### src/mbx_pkg.sv
// Shared constants, types and helpers for the inter-core mailbox grid.
package mbx_pkg;

   // Grid geometry
   localparam int RING_DEPTH    = 64;
   localparam int CORE_COUNT    = 4;
   localparam int PAYLOAD_WIDTH = 64;

   localparam int RING_COUNT = CORE_COUNT * CORE_COUNT;
   localparam int PTR_W      = $clog2(RING_DEPTH);
   localparam int OCC_W      = PTR_W + 1;
   localparam int CORE_W     = $clog2(CORE_COUNT);
   localparam int RING_W     = $clog2(RING_COUNT);
   localparam int STORE_DEPTH = RING_COUNT * RING_DEPTH;
   localparam int STORE_AW    = $clog2(STORE_DEPTH);

   // Request and response field widths
   localparam int MODE_W   = 3;
   localparam int IDX_W    = 3;
   localparam int WORD_W   = 64;
   localparam int VALUE_W  = 32;
   localparam int WAKE_W   = 4;

   localparam int REQ_BITS     = MODE_W + IDX_W + IDX_W + WORD_W;
   localparam int REQ_TDATA_W  = ((REQ_BITS + 7) / 8) * 8;
   localparam int RSP_BITS     = 1 + WORD_W + VALUE_W + WAKE_W;
   localparam int RSP_TDATA_W  = ((RSP_BITS + 7) / 8) * 8;

   typedef enum logic [MODE_W-1:0] {
      MODE_PUSH    = 3'd0,
      MODE_POP     = 3'd1,
      MODE_PEEK    = 3'd2,
      MODE_COUNT   = 3'd3,
      MODE_WAKE_EN = 3'd4,
      MODE_SENT    = 3'd5
   } mode_type;

   // Updates applied to the ring table for the selected ring / core
   typedef struct packed {
      logic head_adv;
      logic tail_adv;
      logic wake_set;
      logic sent_inc;
   } ring_upd_type;

   // Ring table contents for the selected ring / core
   typedef struct packed {
      logic [PTR_W-1:0]   head;
      logic [PTR_W-1:0]   tail;
      logic               wake_en;
      logic [VALUE_W-1:0] sent_total;
   } ring_view_type;

   function automatic logic [PTR_W-1:0] ptr_advance(input logic [PTR_W-1:0] p);
      logic [OCC_W-1:0] nx;
      nx = OCC_W'(p) + OCC_W'(1);
      ptr_advance = (nx >= OCC_W'(RING_DEPTH)) ? '0 : nx[PTR_W-1:0];
   endfunction

endpackage

### src/mbx_ring_state.sv
// Ring pointer table, per-core wake enables and per-core sent totals.
module mbx_ring_state (
   input  logic                        clock,
   input  logic                        reset,
   input  logic [mbx_pkg::RING_W-1:0]  ring_sel,
   input  logic [mbx_pkg::CORE_W-1:0]  core_sel,
   input  mbx_pkg::ring_upd_type       upd,
   output mbx_pkg::ring_view_type      view
);
   import mbx_pkg::*;

   logic [PTR_W-1:0]   head_ff    [RING_COUNT];
   logic [PTR_W-1:0]   tail_ff    [RING_COUNT];
   logic               wake_en_ff [CORE_COUNT];
   // sum over all source rings toward one core, kept as one running total
   logic [VALUE_W-1:0] sent_ff    [CORE_COUNT];

   always_comb begin
      view.head       = head_ff[ring_sel];
      view.tail       = tail_ff[ring_sel];
      view.wake_en    = wake_en_ff[core_sel];
      view.sent_total = sent_ff[core_sel];
   end

   always_ff @(posedge clock) begin
      if (reset) begin
         for (int i = 0; i < RING_COUNT; i++) begin
            head_ff[i] <= '0;
            tail_ff[i] <= '0;
         end
         for (int i = 0; i < CORE_COUNT; i++) begin
            wake_en_ff[i] <= 1'b0;
            sent_ff[i]    <= '0;
         end
      end else begin
         if (upd.head_adv) begin
            head_ff[ring_sel] <= ptr_advance(head_ff[ring_sel]);
         end
         if (upd.tail_adv) begin
            tail_ff[ring_sel] <= ptr_advance(tail_ff[ring_sel]);
         end
         if (upd.wake_set) begin
            wake_en_ff[core_sel] <= 1'b1;
         end
         if (upd.sent_inc) begin
            sent_ff[core_sel] <= sent_ff[core_sel] + VALUE_W'(1);
         end
      end
   end

endmodule

### config.mk
export PLATFORM = sky130hd
export DESIGN_NAME = mbx_ring_state
export DESIGN_NICKNAME = d
export VERILOG_FILES = /design/src/mbx_pkg.sv /design/src/mbx_ring_state.sv
export SDC_FILE = /design/constraint.sdc
export NUM_CORES = 1
export LEC_CHECK = 0
export ABC_CLOCK_PERIOD_IN_PS = 2500
export BUFFER_PORTS_ARGS = -buffer_cell sky130_fd_sc_hd__buf_4
export CORE_ASPECT_RATIO = 1.75
export CORE_MARGIN = 5
export CORE_UTILIZATION = 55
export DETAILED_ROUTE_END_ITERATION = 8
export GPL_TIMING_DRIVEN = 0
export PLACE_DENSITY = 0.75
export SYNTH_ARGS = -nofsm -noshare
export SYNTH_HDL_FRONTEND = slang
export SYNTH_SLANG_ARGS = --single-unit
### constraint.sdc
create_clock -name clock -period 2.5 [get_ports clock]
set_input_delay 0.25 -clock clock [delete_from_list [all_inputs] [get_ports clock]]
set_output_delay 0.25 -clock clock [all_outputs]
set_load 0.1 [all_outputs]
# Word-level counts from Yosys, hierarchy flattened
# Memories as Yosys holds them, arrays and structs flattened.
# Index checks and enable logic that the tools add are counted.
dict set report totals {
  register_bits 0
  ram_bits 324
  inputBits 12
  out_inout_bits 45
  word_cells 41
  memories 4
}
dict set report classes {
  n_addsub 3
  magnitude_cmp 2
  n_mux 28
  reduce_logical 4
}
# memory depth width read_ports rd_clocked_by_memory_dff write_ports line_no
set mem_list {}
lappend mem_list {sent_ff 4 32 1 0 4 mbx_ring_state.sv:16} ;# logic [VALUE_W-1:0] sent_ff [CORE_COUNT];
lappend mem_list {head_ff 16 6 1 0 16 mbx_ring_state.sv:12} ;# logic [PTR_W-1:0] head_ff [RING_COUNT];
lappend mem_list {tail_ff 16 6 1 0 16 mbx_ring_state.sv:13} ;# logic [PTR_W-1:0] tail_ff [RING_COUNT];
lappend mem_list {wake_en_ff 4 1 1 0 4 mbx_ring_state.sv:14} ;# logic wake_en_ff [CORE_COUNT];
# operator count
set op_table {}
lappend op_table {{32-bit by 1-bit adder with 32-bit output, second input constant} 1}
lappend op_table {{32-bit 2-to-1 mux} 1}
lappend op_table {{32-bit OR reduction} 1}
lappend op_table {{6-bit 2-to-1 mux} 4}
lappend op_table {{1-bit 2-to-1 mux} 19}
lappend op_table {{6-bit by 1-bit adder with 7-bit output, second input constant} 2}
lappend op_table {{7-bit greater-or-equal comparator, second input constant} 2}
lappend op_table {{6-bit OR reduction} 2}
lappend op_table {{4-bit 2-to-1 mux} 2}
lappend op_table {{2-bit 2-to-1 mux} 2}
lappend op_table {{1-bit OR reduction} 1}

# Depth between registers and ports, before layout
dict set report depth {
  ltp_word 5
  mapped_depth 11
  depth_no_buf 7
}

# Least setup slack after synthesis
# No wires, ideal clock.
dict set report synth_path {
  path_type {input to register}
  startpoint {input port ring_sel[1] (netlist bit)}
  endpoint {memory head_ff[3][2] (netlist bit), data pin}
  setup_ns 0.261
  arrival_time_ns 3.145
  required_ns 2.239
  slack_ns -0.906
  path_stages 10
  path_buffers 4
  path_cell_list {buf_2 > buf_2 > buf_2 > mux4_2 > a22oi_1 > nand2_1 > ha_1 > xnor2_1 > buf_2 > nor2_1}
}
# element line_no
set synth_lines {}
lappend synth_lines {{start, declared} mbx_ring_state.sv:5} ;# input logic [mbx_pkg::RING_W-1:0] ring_sel,
lappend synth_lines {{end, declared} mbx_ring_state.sv:12}

==> flow_summary_export.csv <==
group,metric,value,unit
routing,first_pass_iters,5,
timing,fin_setup_tns,-185,ps
clock_network,clkSinkCount,324,
timing,report.final.slew_viol_count,0,
die,ios,57,
yosys,average_instance_area_after_synthesis,14.0,µm²
yosys,post_synth_inst_count,1067,
setup_path,critical_path.reg2reg.endpoint,"head_ff[6][4]$_SDFFCE_PN0P_",
yosys,netlist.area_leader.share,0.651,
setup_path,worst_setup_path_startpoint,"head_ff[3][1]$_SDFFCE_PN0P_",
timing,period_needed,2520,ps
routing,viasPerCell,6.17,
setup_path,length_in_cells_of_the_worst_reg_to_reg_path,9,
clock_network,cts.reportedPaths.clkPinSlew,70,ps
die,die_x,135,µm
die,core-area,0.0270,mm²
finish,final_layout_size_suffix_gt1_frac,0.301,
die,die_outline_height,228,µm
placed_design,preCtsSetupSlack,-769,ps
routing,drcViolationCount,0,
clock_network,clk_buf_depth,3,
yosys,post_synth_instance_area,0.0149,mm²
yosys,ys_seq_area_frac,0.651,
yosys,yosys.cell_count.top_type,"sky130_fd_sc_hd__edfxtp_1",
timing,worst_hold_slack,43.9,ps
placed_design,finalWeightedCongestion,0.895,
timing,worst_slew_pin_slew,1250,ps
yosys,syn_nets,1082,
placed_design,i_o_buffers,53,
yosys,number_of_flip_flops_and_latches_in_the_synthesized_netlist,324,
setup_path,setup.worst_path.class,"reg2reg",
setup_path,worstSetupEndpointType,"flop",
routing,dr.first_iter.drc_count,796,
setup_path,setup.reg_to_reg.worst_slack,-20,ps
placed_design,place_inst,1450,
global_routing,grt_start_max_net_pins,33,
setup_path,start_kind,"flop",
setup_path,critical_path.cell_chain,"mux4_2, a22oi_2, nand2_4, ha_4, buf_6, nand3_4, xor2_4, buf_6, nor2_2",
yosys,synthTopCellsByArea,"sky130_fd_sc_hd__edfxtp_1 65%, sky130_fd_sc_hd__mux4_2 12%, sky130_fd_sc_hd__nor2_1 7.0%, sky130_fd_sc_hd__nand2b_1 1.8%, sky130_fd_sc_hd__nand2_1 1.3%",
finish,area_growth_syn_to_layout,18.9,%
routing,drt-wirelength-per-cell,25.4,µm
yosys,unique_cell_type_count_in_the_yosys_netlist,43,
setup_path,critical_path_arrival,2820,ps
global_routing,grt_antenna_before_repair,0,
routing,ant_nets,0,
timing,finalSetupViolations,19,
clock_network,cts_hold_repair.buffers,0,
global_routing,grt_util_all_layers,0.255,
yosys,yosys_most_used_dff,"sky130_fd_sc_hd__edfxtp_1",
run_status,failed_checks,"negative setup slack",
power,total_leakage_power,6.33,nW
setup_path,path_common_cell,"sky130_fd_sc_hd__buf_6",
global_routing,grt_remaining_overflow,0,
setup_path,required,2800,ps
setup_path,critical_path.slowest_cell,"sky130_fd_sc_hd__mux4_2",
finish,postLayoutCoreUtil,0.657,
timing,slew_headroom,0.166,
timing,finalClockSkew,9.71,ps
run_status,status,"complete, but fails checks",
routing,via_count,9384,
power,power_density_over_the_cells,746,mW/mm²
global_routing,via_count_of_the_first_global_routing_pass,9944,
timing,final_min_period_over_clock_period,1.01,
timing,rsz0062_at_grt,"true",
clock_network,clk_latency,560,ps
finish,layout.cells.non_filler,1520,
min_path,worst_hold_path_type,"in2reg",
routing,wl,38.6,mm
clock_network,cell_at_the_root_of_the_clock_tree,"sky130_fd_sc_hd__clkbuf_16",
clock_network,cts_htree_levels,1,
clock_network,cts_tree,"built",
timing,final_hold_violations,0,
power,vdd_drop_max,727,µV
yosys,async_reset_ff_frac,0,
finish,antenna_cells_inserted,0,
finish,fin_area,0.0178,mm²
yosys,synth_warnings,0,
yosys,synth_largest_area_cell,"sky130_fd_sc_hd__edfxtp_1",
die,floorplan.die_area,0.0307,mm²
die,initial_utilization,0.553,
setup_path,crit_fanout,5,
clock_network,numCtsBuffers,29,
placed_design,placed_instance_area,0.0164,mm²
job,drv.max_cap_violation_count,0,
timing,fmax,397,MHz
timing,post-route-worst-setup-slack,-21.8,ps
setup_path,critical_path.reg2reg.startpoint,"head_ff[3][1]$_SDFFCE_PN0P_",
finish,num-nets-final,1186,
setup_path,cp-endpoint,"head_ff[6][4]$_SDFFCE_PN0P_",
yosys,synth.cells.most_frequent,"324 x sky130_fd_sc_hd__edfxtp_1, 280 x sky130_fd_sc_hd__nor2_1, 80 x sky130_fd_sc_hd__mux4_2",
yosys,synth_edf_count,324,
placed_design,dp_hpwl,27.5,mm
global_routing,grt_first_pass_wirelength,58.3,mm
setup_path,worst_path_largest_cell_delay,500,ps
power,post-layout-total-power,13.3,mW
die,count_of_standard_cell_rows,80,
==> final cells by class <==
class	instances	area, µm²
inverters	16	67.6
repair buffers	73	647
clock inverters	17	239
fillers	1945	9260
plain buffers	63	493
multi-input cells	664	5430
flip-flops and latches	324	9730
clock buffers	35	748
well taps	328	410
==> power by group <==
| part | total [mW] | leakage, nW | internal [mW] | switching, mW |
|---|---|---|---|---|
| clock network | 4.70 | 0.476 | 2.75 | 1.95 |
| registers | 6.29 | 3.36 | 6.23 | 0.0642 |
| logic | 2.26 | 2.50 | 0.684 | 1.58 |
| total | 13.3 | 6.33 | 9.66 | 3.59 |
==> critical path: cells and delay by family, from the launching register on <==
kind | cells | cell delay, ps
muxes | 1 | 500
adders and majority gates | 1 | 220
buffers and inverters | 2 | 310
xor gates and xnor gates | 1 | 250
AOI/OAI and AO/OA | 1 | 380
DFF | 1 | 370
and+or+nand+nor | 3 | 230
==> worst min path at each step <==
stage	from	slack, ps	cells past startpoint	endpoint
floorplan	upd[1]	480	2	wake_en_ff[3]$_DFFE_PP_
global placement	sent_ff[2][0]$_SDFFCE_PN0P_	560	1	sent_ff[2][0]$_SDFFCE_PN0P_
detailed placement	sent_ff[2][0]$_SDFFCE_PN0P_	570	1	sent_ff[2][0]$_SDFFCE_PN0P_
CTS	upd[1]	30	2	wake_en_ff[3]$_DFFE_PP_
global route	upd[1]	40	2	wake_en_ff[3]$_DFFE_PP_
finish	upd[1]	40	2	wake_en_ff[3]$_DFFE_PP_
==> cells by family (layout without fill, tap and decap cells) <==
| group | count (synthesis) | after routing | share of synthesized area |
|---|---|---|---|
| AOI/OAI and AO/OA | 68 | 68 | 0.0299 |
| xor gates and xnor gates | 33 | 33 | 0.0214 |
| adders and majority gates | 3 | 3 | 0.00251 |
| buffers and inverters | 79 | 204 | 0.0260 |
| DFF | 324 | 324 | 0.651 |
| muxes | 81 | 81 | 0.122 |
| and+or+nand+nor | 479 | 479 | 0.147 |
==> what timing repair did <==
item                                    4_1_cts  5_1_grt
setup buffers                                10        7
gates resized for setup                      14       51
cloned                                        0        1
endpoints found under the setup margin      114      137
pin swaps                                     7       11
==> state kept, by name, indices dropped and copies added, names as in the netlist <==
signal,flops
head_ff,96
sent_ff,128
tail_ff,96
wake_en_ff,4
==> placed cells by master (no fill, tap or decap), drive strengths merged <==
cell type / n
a21oi: 34
a22oi: 20
a31o: 4
and2: 5
and3: 23
and4: 3
buf: 108
bufinv: 6
clkbuf: 63
clkinv: 9
clkinvlp: 4
edfxtp: 324
ha: 3
inv: 14
mux4: 81
nand2: 53
nand2b: 42
nand3: 24
nand4: 11
nand4b: 4
nor2: 281
nor2b: 8
nor3: 6
nor3b: 3
nor4: 6
nor4bb: 2
o21ai: 3
o22ai: 4
o311a: 2
o31a: 1
or2: 7
or3: 1
xnor2: 14
xor2: 19
==> per-layer routing <==
layer / part of all wire / wire length (µm) / vias to the layer above / global-route usage
met3: 0.045 / 1750 / 127 / 0.0276
met1: 0.31 / 12100 / 4740 / 0.270
met5: 0 / 0 / - / 0
li1: - / - / 4159 / -
met4: 0.064 / 2490 / 0 / 0.138
met2: 0.58 / 22200 / 358 / 0.486
No activity file was read; power rests on OpenSTA's default activity.
